## src/design/tsws_pkg.sv

```systemverilog
`timescale 1ns / 1ps
// ----------------------------------------------------------------------------
// tsws_pkg
// Shared types, codes and constants of the TCP send window segmenter.
// ----------------------------------------------------------------------------
package tsws_pkg;

  localparam int SEQ_W    = 32;
  localparam int WIN_W    = 16;
  localparam int CNT_W    = 13;
  localparam int BUF_W    = 12;  // log2 of the outbound buffer length (4096)
  localparam int PEND_W   = 14;
  localparam int STATUS_W = 2;
  localparam int TREQ_W   = 2;
  localparam int ADDR_W   = 3;
  localparam int DATA_W   = 32;

  localparam logic [WIN_W-1:0] MIN_SEGMENT       = 16'd1024;
  localparam logic [WIN_W-1:0] MSS_RESET         = 16'd1460;
  localparam logic [WIN_W-1:0] PERSIST_DLY_RESET = 16'd100;

  // Register indexes on the configuration port.
  localparam logic REG_MSS         = 1'b0;
  localparam logic REG_PERSIST_DLY = 1'b1;

  // Result status codes.
  localparam logic [STATUS_W-1:0] STATUS_SENT  = 2'd0;
  localparam logic [STATUS_W-1:0] STATUS_NONE  = 2'd1;
  localparam logic [STATUS_W-1:0] STATUS_ERROR = 2'd2;

  // Timer request codes.
  localparam logic [TREQ_W-1:0] TREQ_NONE    = 2'd0;
  localparam logic [TREQ_W-1:0] TREQ_PERSIST = 2'd1;
  localparam logic [TREQ_W-1:0] TREQ_RETX    = 2'd2;

  typedef enum logic [1:0] {
    ST_IDLE,
    ST_CALC,
    ST_DECIDE,
    ST_EMIT
  } tsws_state_t;

  typedef struct packed {
    logic load;
    logic calc;
    logic decide;
    logic emit;
  } tsws_cmd_t;

  typedef struct packed {
    logic send;  // decision: at least one segment goes out
    logic more;  // remaining data exceeds one full segment
  } tsws_stat_t;

endpackage

```

## src/design/tsws_regs.sv

```systemverilog
`timescale 1ns / 1ps
// ----------------------------------------------------------------------------
// tsws_regs
// APB configuration registers: segment size and persist timer delay.
// ----------------------------------------------------------------------------
module tsws_regs
  import tsws_pkg::*;
(
  input  logic              clk,
  input  logic              rst,
  input  logic              psel,
  input  logic              penable,
  input  logic              pwrite,
  input  logic [ADDR_W-1:0] paddr,
  input  logic [DATA_W-1:0] pwdata,
  output logic [DATA_W-1:0] prdata,
  output logic              pready,
  output logic [WIN_W-1:0]  max_segment_size,
  output logic [WIN_W-1:0]  persist_initial_delay
);

  logic wr_en;

  assign pready = 1'b1;
  assign wr_en  = psel & penable & pwrite;

  always_ff @(posedge clk) begin
    if (rst) begin
      max_segment_size      <= MSS_RESET;
      persist_initial_delay <= PERSIST_DLY_RESET;
    end else if (wr_en) begin
      unique case (paddr[2])
        REG_MSS:         max_segment_size      <= pwdata[WIN_W-1:0];
        REG_PERSIST_DLY: persist_initial_delay <= pwdata[WIN_W-1:0];
        default:         ;
      endcase
    end
  end

  always_comb begin
    unique case (paddr[2])
      REG_MSS:         prdata = {{(DATA_W-WIN_W){1'b0}}, max_segment_size};
      REG_PERSIST_DLY: prdata = {{(DATA_W-WIN_W){1'b0}}, persist_initial_delay};
      default:         prdata = '0;
    endcase
  end

endmodule

```

## src/design/tsws_ctrl.sv

```systemverilog
`timescale 1ns / 1ps
// ----------------------------------------------------------------------------
// tsws_ctrl
// Sequencer: capture, evaluate, decide, then step out one segment per cycle.
// ----------------------------------------------------------------------------
module tsws_ctrl
  import tsws_pkg::*;
(
  input  logic       clk,
  input  logic       rst,
  input  logic       start,
  input  tsws_stat_t stat,
  output tsws_cmd_t  cmd,
  output logic       busy
);

  tsws_state_t state, state_next;

  always_ff @(posedge clk) begin
    if (rst) begin
      state <= ST_IDLE;
    end else begin
      state <= state_next;
    end
  end

  always_comb begin
    state_next = state;
    unique case (state)
      ST_IDLE:   if (start) state_next = ST_CALC;
      ST_CALC:   state_next = ST_DECIDE;
      ST_DECIDE: state_next = stat.send ? ST_EMIT : ST_IDLE;
      ST_EMIT:   if (!stat.more) state_next = ST_IDLE;
      default:   state_next = ST_IDLE;
    endcase
  end

  always_comb begin
    cmd  = '0;
    busy = 1'b1;
    unique case (state)
      ST_IDLE: begin
        busy     = 1'b0;
        cmd.load = start;
      end
      ST_CALC:   cmd.calc   = 1'b1;
      ST_DECIDE: cmd.decide = 1'b1;
      ST_EMIT:   cmd.emit   = 1'b1;
      default:   busy       = 1'b1;
    endcase
  end

endmodule

```

## src/design/tsws_dp.sv

```systemverilog
`timescale 1ns / 1ps
// ----------------------------------------------------------------------------
// tsws_dp
// Datapath: request snapshot, window arithmetic, segment stepping, result
// registers.
// ----------------------------------------------------------------------------
module tsws_dp
  import tsws_pkg::*;
(
  input  logic                clk,
  input  logic                rst,
  input  tsws_cmd_t           cmd,
  output tsws_stat_t          stat,
  input  logic [WIN_W-1:0]    mss,
  input  logic [WIN_W-1:0]    persist_dly,
  input  logic [SEQ_W-1:0]    unacked_seq,
  input  logic [SEQ_W-1:0]    next_seq,
  input  logic [WIN_W-1:0]    peer_window,
  input  logic [CNT_W-1:0]    buffered_count,
  input  logic [BUF_W-1:0]    buffer_start,
  input  logic                fin_pending,
  input  logic                persist_active,
  input  logic                retransmitting,
  input  logic [SEQ_W-1:0]    fin_sequence,
  input  logic [SEQ_W-1:0]    receive_next,
  input  logic                retx_timer_running,
  input  logic [WIN_W-1:0]    retx_delay,
  output logic                strobe,
  output logic                segment_valid,
  output logic                segment_fin,
  output logic [SEQ_W-1:0]    segment_seq,
  output logic [SEQ_W-1:0]    segment_ack,
  output logic [BUF_W-1:0]    segment_offset,
  output logic [WIN_W-1:0]    segment_length,
  output logic                last,
  output logic [STATUS_W-1:0] status,
  output logic [WIN_W-1:0]    sent_total,
  output logic [SEQ_W-1:0]    new_next_seq,
  output logic [TREQ_W-1:0]   timer_request,
  output logic [WIN_W-1:0]    timer_delay
);

  // Request snapshot.
  logic [SEQ_W-1:0] una, nxt, finseq, rnxt;
  logic [WIN_W-1:0] wnd, rdel;
  logic [CNT_W-1:0] count;
  logic [BUF_W-1:0] bstart;
  logic             finp, persist, retx, trun;

  // Evaluation results.
  logic [SEQ_W-1:0] inflight;
  logic             fin_bad, una_before;

  // Segment stepping state.
  logic [SEQ_W-1:0] seq;
  logic [BUF_W-1:0] offset;
  logic [WIN_W-1:0] tosend, sent;
  logic             fin_flag;

  // Decision logic.
  logic [SEQ_W-1:0]    win_left, una_diff, fin_diff;
  logic [PEND_W-1:0]   pending;
  logic                err, full, nodata, send;
  logic [STATUS_W-1:0] one_status;
  logic [TREQ_W-1:0]   one_treq;
  logic [WIN_W-1:0]    one_tdel;
  logic [WIN_W-1:0]    first_tosend;

  assign una_diff = una - nxt;
  assign fin_diff = finseq - nxt;

  // una + wnd compared against nxt reduces to wnd - inflight.
  assign win_left = {{(SEQ_W-WIN_W){1'b0}}, wnd} - inflight;
  assign full     = (win_left == '0) | win_left[SEQ_W-1];
  assign pending  = {1'b0, count} + {{(PEND_W-1){1'b0}}, finp};
  assign nodata   = inflight >= {{(SEQ_W-PEND_W){1'b0}}, pending};
  assign err      = (mss < MIN_SEGMENT) | fin_bad;

  always_comb begin
    send       = 1'b0;
    one_status = STATUS_NONE;
    one_treq   = TREQ_NONE;
    one_tdel   = '0;
    if (err) begin
      one_status = STATUS_ERROR;
    end else if (retx || persist) begin
      one_status = STATUS_NONE;
    end else if (wnd == '0) begin
      one_treq = TREQ_PERSIST;
      one_tdel = persist_dly;
    end else if (full) begin
      one_status = STATUS_NONE;
    end else if (nodata) begin
      if (una_before && !trun) begin
        one_treq = TREQ_RETX;
        one_tdel = rdel;
      end
    end else begin
      send = 1'b1;
    end
  end

  // On the send path inflight is below both the window and pending.
  assign first_tosend = ({2'b0, pending} > wnd) ? (wnd - inflight[WIN_W-1:0])
                        : ({2'b0, pending} - inflight[WIN_W-1:0]);

  assign stat.send = send;
  assign stat.more = tosend > mss;

  always_ff @(posedge clk) begin
    if (cmd.load) begin
      una     <= unacked_seq;
      nxt     <= next_seq;
      wnd     <= peer_window;
      count   <= buffered_count;
      bstart  <= buffer_start;
      finp    <= fin_pending;
      persist <= persist_active;
      retx    <= retransmitting;
      finseq  <= fin_sequence;
      rnxt    <= receive_next;
      trun    <= retx_timer_running;
      rdel    <= retx_delay;
    end
    if (cmd.calc) begin
      inflight   <= nxt - una;
      fin_bad    <= finp & fin_diff[SEQ_W-1];
      una_before <= una_diff[SEQ_W-1];
    end
    if (cmd.decide) begin
      seq      <= nxt;
      offset   <= bstart + inflight[BUF_W-1:0];
      tosend   <= first_tosend;
      sent     <= '0;
      fin_flag <= ({2'b0, pending} > wnd) ? 1'b0 : finp;
    end else if (cmd.emit) begin
      seq    <= seq + {{(SEQ_W-WIN_W){1'b0}}, mss};
      offset <= offset + mss[BUF_W-1:0];
      tosend <= tosend - mss;
      sent   <= sent + mss;
    end
  end

  always_ff @(posedge clk) begin
    if (rst) begin
      strobe <= 1'b0;
    end else begin
      strobe <= (cmd.decide & ~send) | cmd.emit;
    end
  end

  always_ff @(posedge clk) begin
    if (cmd.decide && !send) begin
      segment_valid  <= 1'b0;
      segment_fin    <= 1'b0;
      segment_seq    <= '0;
      segment_ack    <= '0;
      segment_offset <= '0;
      segment_length <= '0;
      last           <= 1'b1;
      status         <= one_status;
      sent_total     <= '0;
      new_next_seq   <= nxt;
      timer_request  <= one_treq;
      timer_delay    <= one_tdel;
    end else if (cmd.emit) begin
      segment_valid  <= 1'b1;
      segment_seq    <= seq;
      segment_ack    <= rnxt;
      segment_offset <= offset;
      status         <= STATUS_SENT;
      if (stat.more) begin
        segment_fin    <= 1'b0;
        segment_length <= mss;
        last           <= 1'b0;
        sent_total     <= '0;
        new_next_seq   <= '0;
        timer_request  <= TREQ_NONE;
        timer_delay    <= '0;
      end else begin
        segment_fin    <= fin_flag;
        segment_length <= tosend;
        last           <= 1'b1;
        sent_total     <= sent + tosend;
        new_next_seq   <= seq + {{(SEQ_W-WIN_W){1'b0}}, tosend};
        timer_request  <= trun ? TREQ_NONE : TREQ_RETX;
        timer_delay    <= trun ? '0 : rdel;
      end
    end
  end

endmodule

```

## src/design/tcp_send_window_segmenter.sv

```systemverilog
`timescale 1ns / 1ps
// ----------------------------------------------------------------------------
// tcp_send_window_segmenter
// Decides what one connection may transmit and lists the segments to send.
// ----------------------------------------------------------------------------
// A request is taken when start is high and busy is low. Results follow on
// the result ports, one per cycle, each marked by strobe for a single cycle;
// the receiver cannot stall them, so it must take every transaction as it
// comes. A request that sends nothing holds busy through window and sequence
// evaluation and gives one result; a request that sends N segments (N is at
// most 8, since no more than 8192 sequence units go out and the segment size
// must be at least 1024) also holds busy while the segment stepper produces
// one segment per cycle. The last result carries last.
// ----------------------------------------------------------------------------
module tcp_send_window_segmenter
  import tsws_pkg::*;
(
  input  logic                clk,
  input  logic                rst,
  input  logic                start,
  output logic                busy,
  input  logic [SEQ_W-1:0]    unacked_seq,
  input  logic [SEQ_W-1:0]    next_seq,
  input  logic [WIN_W-1:0]    peer_window,
  input  logic [CNT_W-1:0]    buffered_count,
  input  logic [BUF_W-1:0]    buffer_start,
  input  logic                fin_pending,
  input  logic                persist_active,
  input  logic                retransmitting,
  input  logic [SEQ_W-1:0]    fin_sequence,
  input  logic [SEQ_W-1:0]    receive_next,
  input  logic                retx_timer_running,
  input  logic [WIN_W-1:0]    retx_delay,
  output logic                strobe,
  output logic                segment_valid,
  output logic                segment_fin,
  output logic [SEQ_W-1:0]    segment_seq,
  output logic [SEQ_W-1:0]    segment_ack,
  output logic [BUF_W-1:0]    segment_offset,
  output logic [WIN_W-1:0]    segment_length,
  output logic                last,
  output logic [STATUS_W-1:0] status,
  output logic [WIN_W-1:0]    sent_total,
  output logic [SEQ_W-1:0]    new_next_seq,
  output logic [TREQ_W-1:0]   timer_request,
  output logic [WIN_W-1:0]    timer_delay,
  input  logic                psel,
  input  logic                penable,
  input  logic                pwrite,
  input  logic [ADDR_W-1:0]   paddr,
  input  logic [DATA_W-1:0]   pwdata,
  output logic [DATA_W-1:0]   prdata,
  output logic                pready
);

  logic [WIN_W-1:0] max_segment_size;
  logic [WIN_W-1:0] persist_initial_delay;
  tsws_cmd_t        cmd;
  tsws_stat_t       stat;

  tsws_regs u_regs (
    .clk                   (clk),
    .rst                   (rst),
    .psel                  (psel),
    .penable               (penable),
    .pwrite                (pwrite),
    .paddr                 (paddr),
    .pwdata                (pwdata),
    .prdata                (prdata),
    .pready                (pready),
    .max_segment_size      (max_segment_size),
    .persist_initial_delay (persist_initial_delay)
  );

  tsws_ctrl u_ctrl (
    .clk   (clk),
    .rst   (rst),
    .start (start),
    .stat  (stat),
    .cmd   (cmd),
    .busy  (busy)
  );

  tsws_dp u_dp (
    .clk                (clk),
    .rst                (rst),
    .cmd                (cmd),
    .stat               (stat),
    .mss                (max_segment_size),
    .persist_dly        (persist_initial_delay),
    .unacked_seq        (unacked_seq),
    .next_seq           (next_seq),
    .peer_window        (peer_window),
    .buffered_count     (buffered_count),
    .buffer_start       (buffer_start),
    .fin_pending        (fin_pending),
    .persist_active     (persist_active),
    .retransmitting     (retransmitting),
    .fin_sequence       (fin_sequence),
    .receive_next       (receive_next),
    .retx_timer_running (retx_timer_running),
    .retx_delay         (retx_delay),
    .strobe             (strobe),
    .segment_valid      (segment_valid),
    .segment_fin        (segment_fin),
    .segment_seq        (segment_seq),
    .segment_ack        (segment_ack),
    .segment_offset     (segment_offset),
    .segment_length     (segment_length),
    .last               (last),
    .status             (status),
    .sent_total         (sent_total),
    .new_next_seq       (new_next_seq),
    .timer_request      (timer_request),
    .timer_delay        (timer_delay)
  );

`ifndef SYNTHESIS
  // An accepted request always occupies the block for the following cycle.
  a_accept_busy: assert property (@(posedge clk) disable iff (rst)
    (start && !busy) |=> busy)
    else $error("busy not raised after an accepted request");

  // Segments of one request come out in consecutive cycles.
  a_burst: assert property (@(posedge clk) disable iff (rst)
    (strobe && !last) |=> strobe)
    else $error("gap inside a segment burst");

  // Every segment before the last one is a full-size segment.
  a_full_seg: assert property (@(posedge clk) disable iff (rst)
    (strobe && !last) |-> (segment_valid && segment_length == max_segment_size))
    else $error("non-final segment is not full size");

  // A result without a segment is always the only result of its request.
  a_single: assert property (@(posedge clk) disable iff (rst)
    (strobe && !segment_valid) |-> (last && sent_total == '0))
    else $error("empty result is not final");
`endif

endmodule
```

## config.mk

```make
export PLATFORM = sky130hd
export DESIGN_NAME = tcp_send_window_segmenter
export DESIGN_NICKNAME = d
export VERILOG_FILES = /design/src/design/tsws_pkg.sv /design/src/design/tsws_regs.sv /design/src/design/tsws_ctrl.sv /design/src/design/tsws_dp.sv /design/src/design/tcp_send_window_segmenter.sv
export SDC_FILE = /design/constraint.sdc
export NUM_CORES = 1
export LEC_CHECK = 0
export ABC_AREA = 1
export BUFFER_PORTS_ARGS = -buffer_cell sky130_fd_sc_hd__buf_4
export CAP_MARGIN = 20
export CELL_PAD_IN_SITES_DETAIL_PLACEMENT = 1
export CELL_PAD_IN_SITES_GLOBAL_PLACEMENT = 1
export CORE_MARGIN = 8
export CORE_UTILIZATION = 40
export CTS_CLUSTER_DIAMETER = 60
export DETAILED_ROUTE_END_ITERATION = 12
export GPL_TIMING_DRIVEN = 0
export PLACE_DENSITY = 0.87
export SYNTH_ARGS = -nofsm -noshare
export SYNTH_HDL_FRONTEND = slang
export SYNTH_HIERARCHICAL = 1
export SYNTH_SLANG_ARGS = --single-unit
```

## constraint.sdc

```tcl
create_clock -name clk -period 5.4 [get_ports clk]
set_input_delay 1.08 -clock clk [delete_from_list [all_inputs] [get_ports clk]]
set_output_delay 1.08 -clock clk [all_outputs]
set_load 0.1 [all_outputs]
```

After elaboration in Yosys (flattened, before gate mapping)
Cells that the tools add are included.
Widths: inputs -> output; s select.
- register bits: 498
- input port bits: 230
- output and inout port bits: 198
- word-level logic and storage cells: 133
- add/sub/neg operators: 14
- $lt $le $gt $ge: 4
- equality and inequality tests: 5
- muxes and demuxes: 52
- bitwise operators: 9
- reduce and logical (&&, ||, !) cells: 13
- operator list (kind ; count):
    $mux 16 ; 15
    $mux 32 ; 5
    $sub 32x32->32 ; 3
    $add 32x16->32 ; 2
    $pmux 32 s2 ; 1
    $add 16x16->16 ; 2
    $ge 32x14->1 ; 1
    $logic_not 32->1 ; 1
    $mux 2 ; 16
    $sub 16x16->16 ; 2
    $sub 16x32->32 ; 1
    $add 12x12->12 ; 2
    $mux 12 ; 2
    $gt 14x16->1 ; 1
    $gt 16x16->1 ; 1
    $logic_not 16->1 ; 1
    $lt 16x11->1 const B ; 1
    $sub 14x16->16 ; 1
    $add 13x1->14 ; 1
    $mux 1 ; 12
    $pmux 2 s4 ; 1
    $reduce_and 2->1 ; 3
    $and 1x1->1 ; 4
    $eq 2x2->1 const B ; 2
    9 further kinds ; 16

Depth between registers and ports, before layout
- depth in word-level cells: 10
- gate-level depth with buffers: 32
- depth with buffers taken out: 32

Modules after synthesis
The synthesis kept the hierarchy.
- modules (own cells, without submodules) (module ; times used ; cells an instance ; area an instance (µm²) ; sequential area each (µm²)):
    tsws_dp ; 1 ; 3283 ; 28008.1 ; 12652.1
    tsws_regs ; 1 ; 255 ; 1675.4 ; 640.6
    tsws_ctrl ; 1 ; 22 ; 120.1 ; 40.0

Worst setup path after synthesis
Ideal clock, no wire load.
- kind: input to register
- start point: input start
- end point: register u_dp.bstart[0] (enable)
- library setup time: 0.542 ns
- data arrival time: 4.807 ns
- required time: 4.858 ns
- setup slack: 0.051 ns
- stages: 2
- path buffers: 0
- path through: nand2_1 inv_1
- RTL lines (element ; line ; text):
    from (decl) ; tcp_send_window_segmenter.sv:20 ; input logic start,
    to (signal assigned) ; tsws_dp.sv:116 ; bstart <= buffer_start;
    to (decl) ; tsws_dp.sv:47 ; logic [BUF_W-1:0] bstart;

Worst setup path in the final report
- start point: register u_dp.finp
- end point: register u_dp.tosend[15] (data pin)
- word-level cells in the longest chain between the ends: 4
- elaborated cells on any way between the ends: 5
- those cells by class: add/sub (2); order compare (1); mux (2)
- RTL lines (element ; line ; text):
    from (decl) ; tsws_dp.sv:48 ; logic finp, persist, retx, trun;
    from (signal assigned) ; tsws_dp.sv:117 ; finp <= fin_pending;
    $add 13x1->14 (*) ; tsws_dp.sv:75 ; assign pending = {1'b0, count} + {{(PEND_W-1){1'b0}}, finp};
    $sub 14x16->16 / $gt 14x16->1 (equally long branches) ; tsws_dp.sv:105, tsws_dp.sv:104 ;
    $mux 16 (*) ; tsws_dp.sv:104 ; assign first_tosend = ({2'b0, pending} > wnd) ? (wnd - inflight[WIN_W-1:0])
    $mux 16 (*) ; tsws_dp.sv:130 ; if (cmd.decide) begin
    to (signal assigned) ; tsws_dp.sv:133 ; tosend <= first_tosend;
    to (signal assigned) ; tsws_dp.sv:139 ; tosend <= tosend - mss;
    to (decl) ; tsws_dp.sv:57 ; logic [WIN_W-1:0] tosend, sent;
Every way passes the cells marked *; elsewhere a longest branch is shown, timed or not.
A chain may end at the register's enable or synchronous reset.

==> results.md <==
* Result of the run: finished, final reports clean
* Commonest non-fill, non-tap cells in the layout: 900 x nand2_1, 424 x buf_4, 416 x inv_1
* Cell count after placement at 4937
* Placer congestion estimate at 0.9541
* Maximum level of the CTS H-tree at 3
* Area growth, synth to finish at 22.89%
* Cell depth of the worst hold path at 2
* Maximum buffer depth of the clock tree at 3
* Most frequently used flop master after synthesis: edfxtp_1
* Post-Route Setup TNS at 0 ps
* Largest net degree at the start of global routing at 98
* Half-perimeter wire length of the detailed placement result at 93510 microns
* Fmax achieved at 194.7 MHz
* Number of flops mapped to enable cells by yosys at 336
* Count of endpoints failing setup in the final report at 0
* Via density per instance at 5.472
* Endpoint required time on the critical path at approximately 5800 ps
* TritonCTS clock tree: done
* Worst setup skew after layout at 41.96 ps
* Register-to-register setup slack at between 200 and 300 ps
* Site Rows at 100
* Synthesized area divided by synthesized cell count at 8.372 sq um
* Initial antenna violation count at 2
* Standby leakage power at between 15 and 20 nW
* First-pass DRT Iterations at 6
* Clock buffers created by TritonCTS at 66
* Portion of the post-synthesis area used by sequential elements at 44.74%
* Vias in the first global route at between 20000 and 30000
* Most common library cell in the layout ignoring fill and taps: nand2_1
* Proportion of synthesized area in mux cells at 0.1008%
* Share of the clock period used by the worst path after layout at 95.10%
* Worst-path fanout max at 10
* Post-Syn Area at roughly 0.030 sq mm
* Share of final-layout standard cells stronger than drive strength 1 at between 10% and 20%
* Post-Route WL at about 120000 microns
* Sum of overflow across all layers after global routing at 0
* Synth unique cells at 63
* Die boundary width at 289.0 microns
* Area of the core at 0.07407 sq mm
* Most frequent CP cell: ha_4
* Element type at the critical path end: register
* Crit start category: register
* Die Ht at 289.0 microns
* Worst Path Buf+Inv at 4
* Main combinational cell family by area after synthesis: simple AND/OR/NAND/NOR gates
* Count of warnings emitted by yosys at 6
* Hold WC Path Type: reg -> reg
* Starting Density at between 40 and 50%
* Adder-cell area share of the yosys netlist at 11.29%
* Worst path arrival time at 5490 ps
* Number of hold buffers added after CTS at 0
* Clock latency on the worst-skew pair at 630 ps
* Setup Crit Path Kind: reg -> reg
* Clk Tree Root Cell: clkbuf_16
* Num Clock Sinks at 498
* Crit path max-delay cell type: edfxtp_1
* Clock transition at the register clock pins on the worst setup and hold paths after CTS at approximately 60 ps
* Wire length of the first global-routing pass at 173400 microns
* Final max-slew violation count at 0
* Compound-Gate Fraction of Synth Area at between 10% and 20%
* Worst-case hold path end point: u_dp/segment_seq[9]
* Number of top-level design ports at between 400 and 500
* Remaining routing DRC violations at 0
* Final Hold Violating Endpoints at 0
* Initial detailed-routing violation count at 1988
* End of the worst register-to-register path: u_dp/tosend[15]
* Total Power at 12.53 mW
* Worst slew margin relative to its limit at between 20% and 30%
* Post-synthesis xor/xnor area fraction at 3.585%
* Overall die area at 0.08350 sq mm
* Worst hold start: u_dp/segment_seq[9]
* Synthesis-stage register bit count at 498
* Minimum period implied by the final worst setup slack at 5136 ps
* Family with the most delay on the worst path: simple AND/OR/NAND/NOR gates
* Final standard cell utilization of the core at around 49%
* Worst supply voltage drop on vdd at 0.0002686 V
* Post-synthesis simple-gate area fraction at ~20%
* Synth async-reset ratio at 0%
* R2R depth at 31
* Nets at 4542
* Maximum capacitance violations at 0
* All-layer global routing usage at 27.31%
* Routed wire length per instance at 23.45 microns
* Max stage delay on crit path at 340 ps
* Number of fill cells in the layout at roughly 8900
* Number of non-filler instances in the completed layout at between 5000 and 6000
* Port Buffers at 391
* Routed vias at 27760
* Power density over the cells at 342.1 mW/mm^2
* Origin of the critical flop-to-flop path: u_dp/finp
* Post-Syn Instances at 3560
* Slew at the pin with the worst max-slew slack at 1191 ps
* Post-route antenna net violation count at 0
[worst reg2reg max path, delay by kind of cell, from the launching register on]
| family | cells | cell delay (ps) |
|---|---|---|
| and+or+nand+nor | 16 | 2120 |
| AOI/OAI and AO/OA | 6 | 930 |
| adders and majority gates | 4 | 790 |
| buffers and inverters | 4 | 500 |
| DFF | 1 | 340 |
| xor gates and xnor gates | 1 | 200 |
[power by group]
group	internal (mW)	switching, mW
clock	2.58	1.83
sequential	4.44	0.263
combinational	0.961	2.46
total	7.98	4.55
[worst max path at each step]
stage	from	endpoint	slack [ps]	cells past startpoint
2_1_floorplan	start	u_dp/bstart[0]	50	2
3_3_place_gp	start	u_dp/una[9]	-2160	3
3_5_place_dp	u_dp/finp	u_dp/tosend[12]	-1390	30
4_1_cts	u_dp/finp	u_dp/tosend[12]	2	29
5_1_grt	u_dp/finp	u_dp/tosend[12]	-80	29
6_report	u_dp/finp	u_dp/tosend[15]	260	31
[state kept, by name (all words and copies together), names as in the netlist, 32 cells and up]
register           flops
u_dp/seq              32
u_dp/segment_seq      32
u_dp/rnxt             32
u_dp/nxt              32
u_dp/segment_ack      32
u_dp/finseq           32
u_dp/una              32
u_dp/new_next_seq     32
u_dp/inflight         32
[cell families after synthesis]
| group | Yosys count |
|---|---|
| AND/OR/NAND/NOR | 1471 |
| AO/OA/AOI/OAI | 660 |
| buffers and inverters | 540 |
| flip-flops | 498 |
| adder cells (fa/ha/maj) | 263 |
| XOR/XNOR | 122 |
| other | 3 |
| multiplexers | 3 |
[repair_timing]
| action | 4_1_cts | 5_1_grt |
|---|---|---|
| gates cloned | 1 | 0 |
| gates resized for setup | 38 | 30 |
| pin swaps | 10 | 20 |
| setup buffers | 6 | 6 |
| endpoints found under the setup margin | 15 | 60 |
[synthesized netlist by cell type (4+ instances only)]
| cell | n | area (sq um) |
|---|---|---|
| a21boi_0 | 8 | 60.06 |
| nor2_1 | 257 | 964.7 |
| a211oi_1 | 6 | 45.04 |
| o22ai_1 | 8 | 50.05 |
| a21oi_1 | 324 | 1622 |
| inv_2 | 9 | 33.78 |
| o21ai_2 | 8 | 70.07 |
| or2_2 | 11 | 68.82 |
| nand4_1 | 48 | 300.3 |
| o211ai_1 | 10 | 75.07 |
| buf_4 | 22 | 165.2 |
| buf_2 | 14 | 70.07 |
| o21bai_1 | 7 | 52.55 |
| xor2_1 | 91 | 797.0 |
| nand2_1 | 907 | 3405 |
| o31ai_1 | 7 | 52.55 |
| a21o_1 | 11 | 82.58 |
| edfxtp_1 | 336 | 10090 |
| a31oi_1 | 16 | 100.1 |
| nor4_1 | 8 | 50.05 |
| xnor2_1 | 31 | 271.5 |
| buf_6 | 18 | 202.7 |
| ha_1 | 253 | 3166 |
| o21ai_0 | 193 | 965.9 |
| o21a_1 | 14 | 105.1 |
| o21ai_1 | 28 | 140.1 |
| nand3b_1 | 9 | 67.56 |
| nor2_2 | 12 | 75.07 |
| clkbuf_1 | 53 | 198.9 |
| a221oi_1 | 4 | 35.03 |
| nor3_1 | 31 | 155.2 |
| inv_1 | 419 | 1573 |
| dfxtp_1 | 162 | 3243 |
| nand3_1 | 167 | 835.8 |
| fa_1 | 10 | 200.2 |
[through the flow]
step                      area [sq um]  hold slack (ps)  setup slack [ps]
after floorplan                  29860            450.8             51.46
after global placement           34010            449.4             -2158
after detailed placement         34090            454.3             -1388
after CTS                        36420            463.5             1.593
after global routing             36620            483.9            -78.67
final                            36630            462.9             264.4
[area by class of cell]
class	count	area (sq um)	area share [%]
timing repair buffer	405	3084	8.421
sequential	498	13330	36.40
antenna	2	5.005	0.01366
inverter	432	1632	4.455
multi-input combinational	2538	14520	39.64
clock inverter	34	320.3	0.8746
clock buffer	86	1863	5.087
tap	969	1212	3.310
buffer	108	659.4	1.800
[layer usage]
metal  vias up  global-route usage [%]  routed length (microns)
li1      12890                       -                        -
met1     13580                   33.37                    47800
met2      1022                   46.19                    56490
met3       266                   5.347                     8491
met4         0                   12.84                     6174
met5         -                       0                        0
No activity file was read; power rests on OpenSTA's default activity.
